===== config.mk =====
export PLATFORM = sky130hd
export DESIGN_NAME = rbs_queue
export DESIGN_NICKNAME = d
export VERILOG_FILES = /design/src/rtl/rbs_pkg.sv /design/src/rtl/rbs_queue.sv
export VERILOG_INCLUDE_DIRS = /design/src /design/src/rtl
export SDC_FILE = /design/constraint.sdc
export NUM_CORES = 1
export LEC_CHECK = 0
export BUFFER_PORTS_ARGS = -buffer_cell sky130_fd_sc_hd__buf_4
export CAP_MARGIN = 20
export CORE_AREA = 2 2 46 48
export DETAILED_ROUTE_END_ITERATION = 7
export DIE_AREA = 0 0 48 50
export GPL_ROUTABILITY_DRIVEN = 0
export REMOVE_ABC_BUFFERS = 1
export SETUP_SLACK_MARGIN = 0.4
export SYNTH_ARGS = -nofsm -noshare
export SYNTH_HDL_FRONTEND = slang
export SYNTH_SLANG_ARGS = --single-unit

===== constraint.sdc =====
create_clock -name clk -period 1.32 [get_ports clk]
set_input_delay 0.066 -clock clk [delete_from_list [all_inputs] [get_ports clk]]
set_output_delay 0.066 -clock clk [all_outputs]
set_load 0.005 [all_outputs]

===== src/rtl/ray_box_slab_test_unit_assert.svh =====
// Assertion helpers shared by the slab test modules.
// Each expects clk and rst_n in scope.
`ifndef RAY_BOX_SLAB_TEST_UNIT_ASSERT_SVH
`define RAY_BOX_SLAB_TEST_UNIT_ASSERT_SVH

// same-cycle implication
`define RBS_ASSERT_IMP(lbl, ante, cons, msg) \
    lbl: assert property (@(posedge clk) disable iff (!rst_n) (ante) |-> (cons)) \
        else $error(msg);

// next-cycle implication
`define RBS_ASSERT_NXT(lbl, ante, cons, msg) \
    lbl: assert property (@(posedge clk) disable iff (!rst_n) (ante) |=> (cons)) \
        else $error(msg);

`endif


===== src/rtl/rbs_pkg.sv =====
package rbs_pkg;

    localparam int NUM_REGS = 7;
    localparam int THR_BITS = 31;

    localparam logic [2:0] REG_BOX_MIN_X  = 3'd0;
    localparam logic [2:0] REG_BOX_MIN_Y  = 3'd1;
    localparam logic [2:0] REG_BOX_MIN_Z  = 3'd2;
    localparam logic [2:0] REG_BOX_MAX_X  = 3'd3;
    localparam logic [2:0] REG_BOX_MAX_Y  = 3'd4;
    localparam logic [2:0] REG_BOX_MAX_Z  = 3'd5;
    localparam logic [2:0] REG_ZERO_THR   = 3'd6;

    localparam logic [THR_BITS-1:0] THR_RESET = 31'd1;

    // per-ray classification handed from front to back
    typedef struct packed {
        logic [2:0] par;       // axis is treated as parallel
        logic       par_miss;  // origin outside a parallel slab
    } rbs_class_t;

endpackage


===== src/rtl/rbs_queue.sv =====
module rbs_queue
    import rbs_pkg::*;
#(
    parameter int W = 8
)
(
    input  logic         clk,
    input  logic         rst_n,
    input  logic         push,
    input  logic [W-1:0] din,
    output logic         full,
    input  logic         pop,
    output logic [W-1:0] dout,
    output logic         nonempty
);

`include "ray_box_slab_test_unit_assert.svh"

    logic [W-1:0] mem_reg [0:1];
    logic         wp_reg;
    logic         rp_reg;
    logic [1:0]   cnt_reg;
    logic [1:0]   cnt_next;

    assign full     = (cnt_reg == 2'd2);
    assign nonempty = (cnt_reg != 2'd0);
    assign dout     = mem_reg[rp_reg];

    always_comb
    begin
        unique case ({push, pop})
            2'b10:   cnt_next = cnt_reg + 2'd1;
            2'b01:   cnt_next = cnt_reg - 2'd1;
            default: cnt_next = cnt_reg;
        endcase
    end

    always_ff @(posedge clk or negedge rst_n)
    begin
        if (!rst_n)
        begin
            wp_reg  <= 1'b0;
            rp_reg  <= 1'b0;
            cnt_reg <= 2'd0;
        end
        else
        begin
            if (push)
                wp_reg <= ~wp_reg;
            if (pop)
                rp_reg <= ~rp_reg;
            cnt_reg <= cnt_next;
        end
    end

    always_ff @(posedge clk)
    begin
        if (push)
            mem_reg[wp_reg] <= din;
    end

    `RBS_ASSERT_IMP(a_q_no_overrun, full, !push, "queue pushed while full")
    `RBS_ASSERT_NXT(a_q_fill_count, push && !pop, cnt_reg == $past(cnt_reg) + 2'd1,
        "queue count did not rise on push")

endmodule


==> impl_metrics.yaml <==
run_status:
  outcome: "finished with violations"
  violations: "setup timing"
setup_path:
  worstReg2RegEnd: "cnt_reg[1]"
  crit_type: "flip-flop to primary output"
  worstReg2RegStart: "cnt_reg[0]"
  start_kind: "flip-flop"
  r2r_setup_slack_ps: 260
  r2r_cells: 4
  crit_fanout: 4
  critPathCaptureType: "primary output"
  cp.required_ps: 1250
  arrival_ps: 1270
power:
  comb_power_share: 0.458
  sw_frac_of_total: 0.257
  p_switching_mw: 0.586
  p_seq_frac: 0.414
  max-vdd-ir-drop_mv: 0.977
  finalPower_mw: 2.28
  p_clk_frac: 0.128
  leakage_nw: 0.518
  intPower_mw: 1.69
  p_per_area_nw_per_um2: 1840
sta:
  finClkSkew_ps: 0.669
  fmax_mhz: 747
  fin_ws_ps: -19.2
  worstMarginPinSlew_ps: 163
  period_share: 1.01
  finalSetupViolCount: 8
  period_minus_slack_ps: 1340
  slew_violations: 0
  rsz0062_at_grt: "yes"
  timing.slew.headroom: 0.891
  tns_ps: -133
  hold_viol_final: 0
  fin_hold_ws_ps: 93.9
placed_design:
  dpl_cell_area_um2: 966
  portBuffers: 21
  hpwl_um: 858
  dp_cells: 90
die:
  num_rows: 16
  die_w_um: 48
  core_area_um2: 1900
  initial_core_util: 0.402
  die-height_um: 50
  dieArea_um2: 2400
  io_pins: 22
clock_tree:
  cts_root_buf: "clkbuf_4"
  cts_sinks: 20
  clkTransAtPathRegs_ps: 100
  clk_latency_ps: 290
  cts_tree: "built"
  htreeDepth: 1
  cts_buffer_depth: 2
  cts_made_buffers: 3
cells_and_area:
  antenna_cells: 0
  final_cells: 114
  largest_register_ffs: 16
  drive_gt1_frac: 0.563
  postLayoutCellArea_um2: 1240
  finish.net_count: 101
  synthToLayoutAreaGrowth_pct: 62.0
global_route:
  antenna_found_initial: 0
  grt_pass1_vias: 486
  grt_pass1_wl_um: 2080
  grt-ovfl-total: 0
  track_usage: 0.125
  grt_start_max_net_pins: 12
hold_path:
  hold_path.class: "input port to flip-flop"
  holdPathEnd: "cnt_reg[0]"
  min_path_cells: 3
  min-delay-start: "pop"
synth:
  ys_seq_area_frac: 0.759
  ys_warn_count: 0
  synthesis.area_um2: 764
  synth-seq-cells: 20
  yosysUniqueCellTypes: 12
  avgSynthCellArea_um2: 18.6
  syn_inst: 41
drt:
  drtIter0Drc: 4
  vias_per_cell: 4.29
  firstDrtPassIters: 4
  drt-total-wl_um: 1360
  wl_per_cell_um: 11.9
  route.detailed.drc: 0
  ant_nets: 0
  via_count: 489
job:
  maxCapViolations: 0
synth_stat cells:
master | number | share of area
mux2_2 | 8 | 0.12
edfxtp_1 | 16 | 0.63
nor2_1 | 2 | 0.0098
ha_1 | 1 | 0.016
inv_1 | 1 | 0.0049
buf_2 | 1 | 0.0065
or2_2 | 1 | 0.0082
and2b_2 | 1 | 0.011
and2_1 | 1 | 0.0082
xnor2_1 | 2 | 0.023
dfrtp_1 | 4 | 0.13
xor2_1 | 3 | 0.034
layout by cell type, fill, tap and decap left out:
cell type / n
and2_4: 1
and2b_2: 1
buf_4: 21
buf_6: 10
buf_8: 1
clkbuf_1: 1
clkbuf_4: 3
dfrtp_1: 3
dfrtp_2: 1
dlygate4sd3_1: 11
edfxtp_1: 16
ha_1: 1
inv_1: 1
mux2_2: 6
mux2_4: 2
nor2_1: 1
nor2_2: 1
or2_4: 1
xnor2_1: 1
xnor2_2: 1
xor2_1: 3
per-stage QoR:
step                setup slack (ps)   util
CTS                            -28.1  0.614
global route                   -65.3  0.651
finish                         -19.2  0.651
detailed placement               176  0.508
floorplan                        182      -
global placement                 177  0.508
repair_timing:
| item | 4_1_cts | 5_1_grt |
|---|---|---|
| endpoints found under the hold margin | 22 | 0 |
| hold buffers | 11 | 0 |
| resized for setup | 11 | 10 |
| buffers inserted | 5 | 4 |
| setup endpoints to repair | 27 | 28 |
| pin swaps | 1 | 1 |
kinds of logic after synthesis:
group / share of synthesized area
AND/OR/NAND/NOR: 0.0377
XOR/XNOR: 0.0573
buffers and inverters: 0.0114
multiplexers: 0.118
adder cells (fa/ha/maj): 0.0164
flip-flops: 0.759
how the worst max path moves through the flow:
stage / start / end / slack, ps
finish: rp_reg / dout[4] / -20
detailed placement: rp_reg / dout[1] / 180
floorplan: wp_reg / mem_reg[0][0] / 180
global placement: rp_reg / dout[1] / 180
CTS: rp_reg / dout[0] / -30
global route: rp_reg / dout[7] / -70
layer usage:
metal | track usage | share of wire | vias to the layer above
li1 | - | - | 238
met1 | 0.150 | 0.40 | 238
met2 | 0.209 | 0.56 | 13
met3 | 0.0330 | 0.045 | 0
met4 | 0.0405 | 0 | 0
met5 | 0 | 0 | -
power by group through the flow:
stage                     Sequential, mW  Clock [mW]  Combinational (mW)
after global placement             0.985           0               0.583
after global routing               0.960       0.321                1.13
after detailed placement           0.989           0               0.587
after CTS                          0.941       0.303               0.859
final                              0.943       0.291                1.04
after floorplan                    0.957           0               0.300
final cells by class:
type | count | area [µm²]
fill | 152 | 663
sequential | 20 | 582
timing repair buffer | 43 | 395
clock buffer | 4 | 26.3
tap | 27 | 33.8
multi-input combinational | 19 | 198
inverter | 1 | 3.75
worst max-delay path: stages (launching register included):
cell and delay, ps:
dfrtp_2 400, buf_6 130, mux2_2 320, buf_4 130
No activity file was read; power rests on OpenSTA's default activity.
