## src/rtl/ray_box_slab_test_unit_assert.svh

```systemverilog
// Assertion helpers shared by the slab test modules.
// Each expects clk and rst_n in scope.
`ifndef RAY_BOX_SLAB_TEST_UNIT_ASSERT_SVH
`define RAY_BOX_SLAB_TEST_UNIT_ASSERT_SVH

// same-cycle implication
`define RBS_ASSERT_IMP(lbl, ante, cons, msg) \
    lbl: assert property (@(posedge clk) disable iff (!rst_n) (ante) |-> (cons)) \
        else $error(msg);

// next-cycle implication
`define RBS_ASSERT_NXT(lbl, ante, cons, msg) \
    lbl: assert property (@(posedge clk) disable iff (!rst_n) (ante) |=> (cons)) \
        else $error(msg);

`endif

```

## src/rtl/rbs_pkg.sv

```systemverilog
package rbs_pkg;

    localparam int NUM_REGS = 7;
    localparam int THR_BITS = 31;

    localparam logic [2:0] REG_BOX_MIN_X  = 3'd0;
    localparam logic [2:0] REG_BOX_MIN_Y  = 3'd1;
    localparam logic [2:0] REG_BOX_MIN_Z  = 3'd2;
    localparam logic [2:0] REG_BOX_MAX_X  = 3'd3;
    localparam logic [2:0] REG_BOX_MAX_Y  = 3'd4;
    localparam logic [2:0] REG_BOX_MAX_Z  = 3'd5;
    localparam logic [2:0] REG_ZERO_THR   = 3'd6;

    localparam logic [THR_BITS-1:0] THR_RESET = 31'd1;

    // per-ray classification handed from front to back
    typedef struct packed {
        logic [2:0] par;       // axis is treated as parallel
        logic       par_miss;  // origin outside a parallel slab
    } rbs_class_t;

endpackage

```

## src/rtl/rbs_front.sv

```systemverilog
module rbs_front
    import rbs_pkg::*;
#(
    parameter int COORD_BITS = 32,
    parameter int PW         = 8
)
(
    input  logic                          clk,
    input  logic                          rst_n,
    input  logic                          in_valid,
    output logic                          in_ready,
    input  logic signed [COORD_BITS-1:0]  origin_x,
    input  logic signed [COORD_BITS-1:0]  origin_y,
    input  logic signed [COORD_BITS-1:0]  origin_z,
    input  logic signed [COORD_BITS-1:0]  dir_x,
    input  logic signed [COORD_BITS-1:0]  dir_y,
    input  logic signed [COORD_BITS-1:0]  dir_z,
    input  logic [3*COORD_BITS-1:0]       box_lo,
    input  logic [3*COORD_BITS-1:0]       box_hi,
    input  logic [THR_BITS-1:0]           thr,
    output logic                          push,
    output logic [PW-1:0]                 pld,
    input  logic                          q_full
);

    localparam int CB = COORD_BITS;
    localparam int AW = 3*CB + 2;

    logic              vld_reg;
    logic [3*CB-1:0]   org_reg;
    logic [3*CB-1:0]   dir_reg;
    logic [2:0]        par;
    logic [2:0]        outside;
    logic [3*AW-1:0]   axes;
    rbs_class_t        cls;

    assign in_ready = !vld_reg || !q_full;
    assign push     = vld_reg && !q_full;

    always_ff @(posedge clk or negedge rst_n)
    begin
        if (!rst_n)
            vld_reg <= 1'b0;
        else if (in_ready)
            vld_reg <= in_valid;
    end

    always_ff @(posedge clk)
    begin
        if (in_valid && in_ready)
        begin
            org_reg <= {origin_z, origin_y, origin_x};
            dir_reg <= {dir_z, dir_y, dir_x};
        end
    end

    for (genvar a = 0; a < 3; a++)
    begin : g_axis
        logic signed [CB-1:0] o;
        logic signed [CB-1:0] d;
        logic signed [CB-1:0] lo;
        logic signed [CB-1:0] hi;
        logic signed [CB:0]   dlo;
        logic signed [CB:0]   dhi;
        logic [CB-1:0]        dmag;
        logic [CB-1:0]        mlo;
        logic [CB-1:0]        mhi;

        assign o   = org_reg[a*CB +: CB];
        assign d   = dir_reg[a*CB +: CB];
        assign lo  = box_lo[a*CB +: CB];
        assign hi  = box_hi[a*CB +: CB];
        // exact slab differences, one bit wider
        assign dlo = {lo[CB-1], lo} - {o[CB-1], o};
        assign dhi = {hi[CB-1], hi} - {o[CB-1], o};
        assign dmag = d[CB-1] ? CB'(-d) : d;
        assign mlo  = dlo[CB] ? CB'(-dlo) : dlo[CB-1:0];
        assign mhi  = dhi[CB] ? CB'(-dhi) : dhi[CB-1:0];

        assign par[a]     = {{THR_BITS{1'b0}}, dmag} <= {{CB{1'b0}}, thr};
        assign outside[a] = (o < lo) || (o > hi);

        assign axes[a*AW +: AW] = {mlo, mhi, dmag,
                                   dlo[CB] ^ d[CB-1], dhi[CB] ^ d[CB-1]};
    end

    assign cls.par      = par;
    assign cls.par_miss = |(par & outside);
    assign pld          = {cls, axes};

endmodule

```

## config.mk

```make
export PLATFORM = sky130hd
export DESIGN_NAME = rbs_front
export DESIGN_NICKNAME = d
export VERILOG_FILES = /design/src/rtl/ray_box_slab_test_unit_assert.svh /design/src/rtl/rbs_pkg.sv /design/src/rtl/rbs_front.sv
export SDC_FILE = /design/constraint.sdc
export NUM_CORES = 1
export LEC_CHECK = 0
export ABC_AREA = 1
export ABC_CLOCK_PERIOD_IN_PS = 2840
export BUFFER_PORTS_ARGS = -buffer_cell sky130_fd_sc_hd__buf_2
export CORE_AREA = 2 2 168 170
export CTS_CLUSTER_DIAMETER = 100
export CTS_CLUSTER_SIZE = 30
export DETAILED_ROUTE_END_ITERATION = 7
export DIE_AREA = 0 0 170 172
export HOLD_SLACK_MARGIN = 0.12
export MAX_ROUTING_LAYER = met4
export PLACE_DENSITY = 0.39
export SLEW_MARGIN = 20
export SYNTH_ARGS = -nofsm -noshare
export SYNTH_HDL_FRONTEND = slang
export SYNTH_SLANG_ARGS = --single-unit
```

## constraint.sdc

```tcl
create_clock -name clk -period 2.84 [get_ports clk]
set_input_delay 0.284 -clock clk [delete_from_list [all_inputs] [get_ports clk]]
set_output_delay 0.284 -clock clk [all_outputs]
set_load 0.01 [all_outputs]
```

==> results.md <==
* Cell Chain, Critical Path: inv_1, ha_1, a21oi_1, o21ai_0, a21oi_1, nand2_1, nand2_2, nand2_1, nand2_1, nand3_1, nand2_1, buf_2
* Via count at between 2,000 and 2,500
* PortBufs at 116
* Maximum clock rate at 409 MHz
* Relative slew slack at 0.622
* Synth cell count leaders: 68 x nand2_1, 63 x ha_1, 54 x inv_1
* Share of layout cells above drive strength 1 at 0.309
* R2r setup slk at approximately 1.3 ns
* Clock tree from TritonCTS: done
* Max-cap violations at 0
* CP Max Fanout at 4
* Slowest cell on the critical path: edfxtp_1
* Clk root buf: clkbuf_16
* Nets@finish at 928
* Synth warn at 0
* Max FFs per register at 32
* Dpl hpwl at roughly 8.0 mm
* # setup viols final at 0
* Post-synth EDFFs at 39
* WP buf/inv at 2
* Worst hold path type: primary input to flip-flop
* Post-CTS sizing at 0
* Clk sinks at 40
* Initial core utilization at 0.108
* H-tree levels at 2
* Post-route minimum period at 2.44 ns
* Chip width at between 150 and 200 um
* IO Count at 429
* Final Cycle Share at 0.860
* P&R area growth vs syn at 41.1%
* Status: finished clean
* Post-Synth XOR/XNOR Area at 0.0118
* Async set or reset register ratio after synthesis at 0.0250
* Total CTS buffers at 5
* Top delay family on crit path: compound AO/OA/AOI/OAI gates
* Final ANT Viol Nets at 0
* #FFs+latches synth at 40
* Worst-Skew Late Latency at 0.30 ns
* Syn_area_per_cell at a little over 9 um2
* Core Util, Final at 0.153
* Clk_skew at 0.00867 ns
* Crit end category: primary output
* Final slew viol count at 0
* Core Rows at a little over 60
* Sequential-to-total area share from yosys stat at 0.403
* CP Launch Type: flip-flop
* Dominant synthesized flop cell: edfxtp_1
* Post-synthesis instance area at 2970 um2
* Multiplexer share of the synthesized area at 0
* Worst EP arrival at 2.16 ns
* Power Density at 423 nW/um2
* Starting DRT DRC Count at 56
* Hold Fails Final Rpt at 0
* Vias in the first global route at 2,546
* Clock tree buffer depth at 2
* RSZ-0062 raised after global routing: false
* Top cell by count, worst path: nand2_1
* Mapped Nets at ~800
* TritonRoute pass-1 iters at 6
* Peak VDD IR at 171 uV
* Non-Filler Instances at 794
* Setup tns final at 0 ns
* Initial antenna violation count at 1
* Die Footprint at 29,200 um2
* Post-Synthesis Cells at roughly 320
* Slew @ Worst Pin at between 0.5 and 0.6 ns
* Main combinational cell family by area after synthesis: adder cells
* Cell type with the highest aggregate area in the netlist: edfxtp_1
* Vias per inst at roughly 3.1
* Top-area cell type share of the netlist area at 0.394
* Placed cells at 784
* Leakage power at 2.06 nW
* Top cells by area, synth: edfxtp_1 39%, ha_1 27%, nand2_1 8.6%, inv_1 6.8%, a21oi_1 5.4%
* Adder-cell share of the synthesized area at 0.265
* Netlist cell types at 22
* Drt drc at 0
* Critical path class: flip-flop to primary output
* Worst Path Required at 2.56 ns
* Post-Synth Simple-Gate Area at 0.163
* Reg clk slew, reported paths at 0.07 ns
* Wirelength, routed at about 9.1 mm
* Fill cell count at 3,167
* Gr ovfl total at 0
* Compound-Gate Fraction of Synth Area at 0.0859
* Wirelength per Cell at 11.4 um
* GR Util All Layers at 0.0652
* Core region area at 27,500 um2
* Gpl congestion at 0.745
* First-pass GRT wire length at roughly 13 mm
* Maximum number of pins on one net before global-route repair at 27
* Die Height at ~170 um
* Max incr delay on CP at 0.36 ns
* Top-count cell post-synth: nand2_1
==> per-stage QoR <==
step | cell area (um2) | total power, mW | setup WS (ns) | hold WS, ns
after floorplan | 2970 | 0.929 | 0.0671 | -0.0116
after global placement | 4010 | 1.10 | 0.590 | 0.0634
after detailed placement | 4010 | 1.10 | 0.601 | 0.0613
after CTS | 4190 | 1.83 | 0.280 | 0.138
after global routing | 4190 | 1.91 | 0.0727 | 0.140
final | 4190 | 1.77 | 0.397 | 0.157
==> cell usage in the layout, fill, tap and decap left out, drive strengths merged <==
cell,count
a21oi,36
buf,117
bufinv,1
clkbuf,5
clkinvlp,1
dfrtp,1
diode,1
dlygate4sd3,1
edfxtp,39
ha,63
inv,55
nand2,70
nand3,13
nand3b,2
nand4,2
nor2,20
nor3,4
o21a,2
o21ai,9
or2,2
xnor2,2
xor2,2
==> area by class of cell <==
class | count | area, um2 | area share
multi-input cells | 227 | 1580 | 0.376
flip-flops and latches | 40 | 1200 | 0.285
repair buffers | 118 | 611 | 0.146
well taps | 346 | 433 | 0.103
inverters | 54 | 203 | 0.0484
clock buffers | 5 | 125 | 0.0299
clock inverters | 3 | 46.3 | 0.0110
diodes | 1 | 2.50 | 0.000597
==> cells by family (layout without fill, tap and decap cells) <==
kind of cell	after synthesis	in the layout
AO/OA/AOI/OAI	47	47
buffers and inverters	55	180
flip-flops	40	40
AND/OR/NAND/NOR	113	113
other	0	1
XOR/XNOR	4	4
adder cells (fa/ha/maj)	63	63
==> what timing repair did <==
item | 4_1_cts | 5_1_grt
hold buffers | 1 | 0
setup buffers | 0 | 0
hold endpoints to repair | 1 | 0
==> power by group <==
part / internal (mW) / switching [mW]
combinational: 0.168 / 0.206
sequential: 0.687 / 0.0163
clock: 0.419 / 0.276
==> layer usage <==
| layer | vias to the layer above | part of all wire | GRT usage |
|---|---|---|---|
| met5 | - | 0 | - |
| met3 | 10 | 0.063 | 0.0181 |
| met4 | 0 | 0.023 | 0.0245 |
| li1 | 1337 | - | - |
| met2 | 72 | 0.43 | 0.0985 |
| met1 | 1065 | 0.48 | 0.0832 |
==> path summary, 6_finish.rpt <==
path	cells past startpoint	to	startpoint
setup / recovery	12	pld[0]	org_reg[15]
min in group asynchronous	2	vld_reg	rst_n
setup reg to reg	2	org_reg[13]	vld_reg
max in group asynchronous	2	vld_reg	rst_n
hold / removal	1	dir_reg[4]	dir_x[4]
hold reg to reg	2	vld_reg	vld_reg
Power figures use the tool's default switching activity.
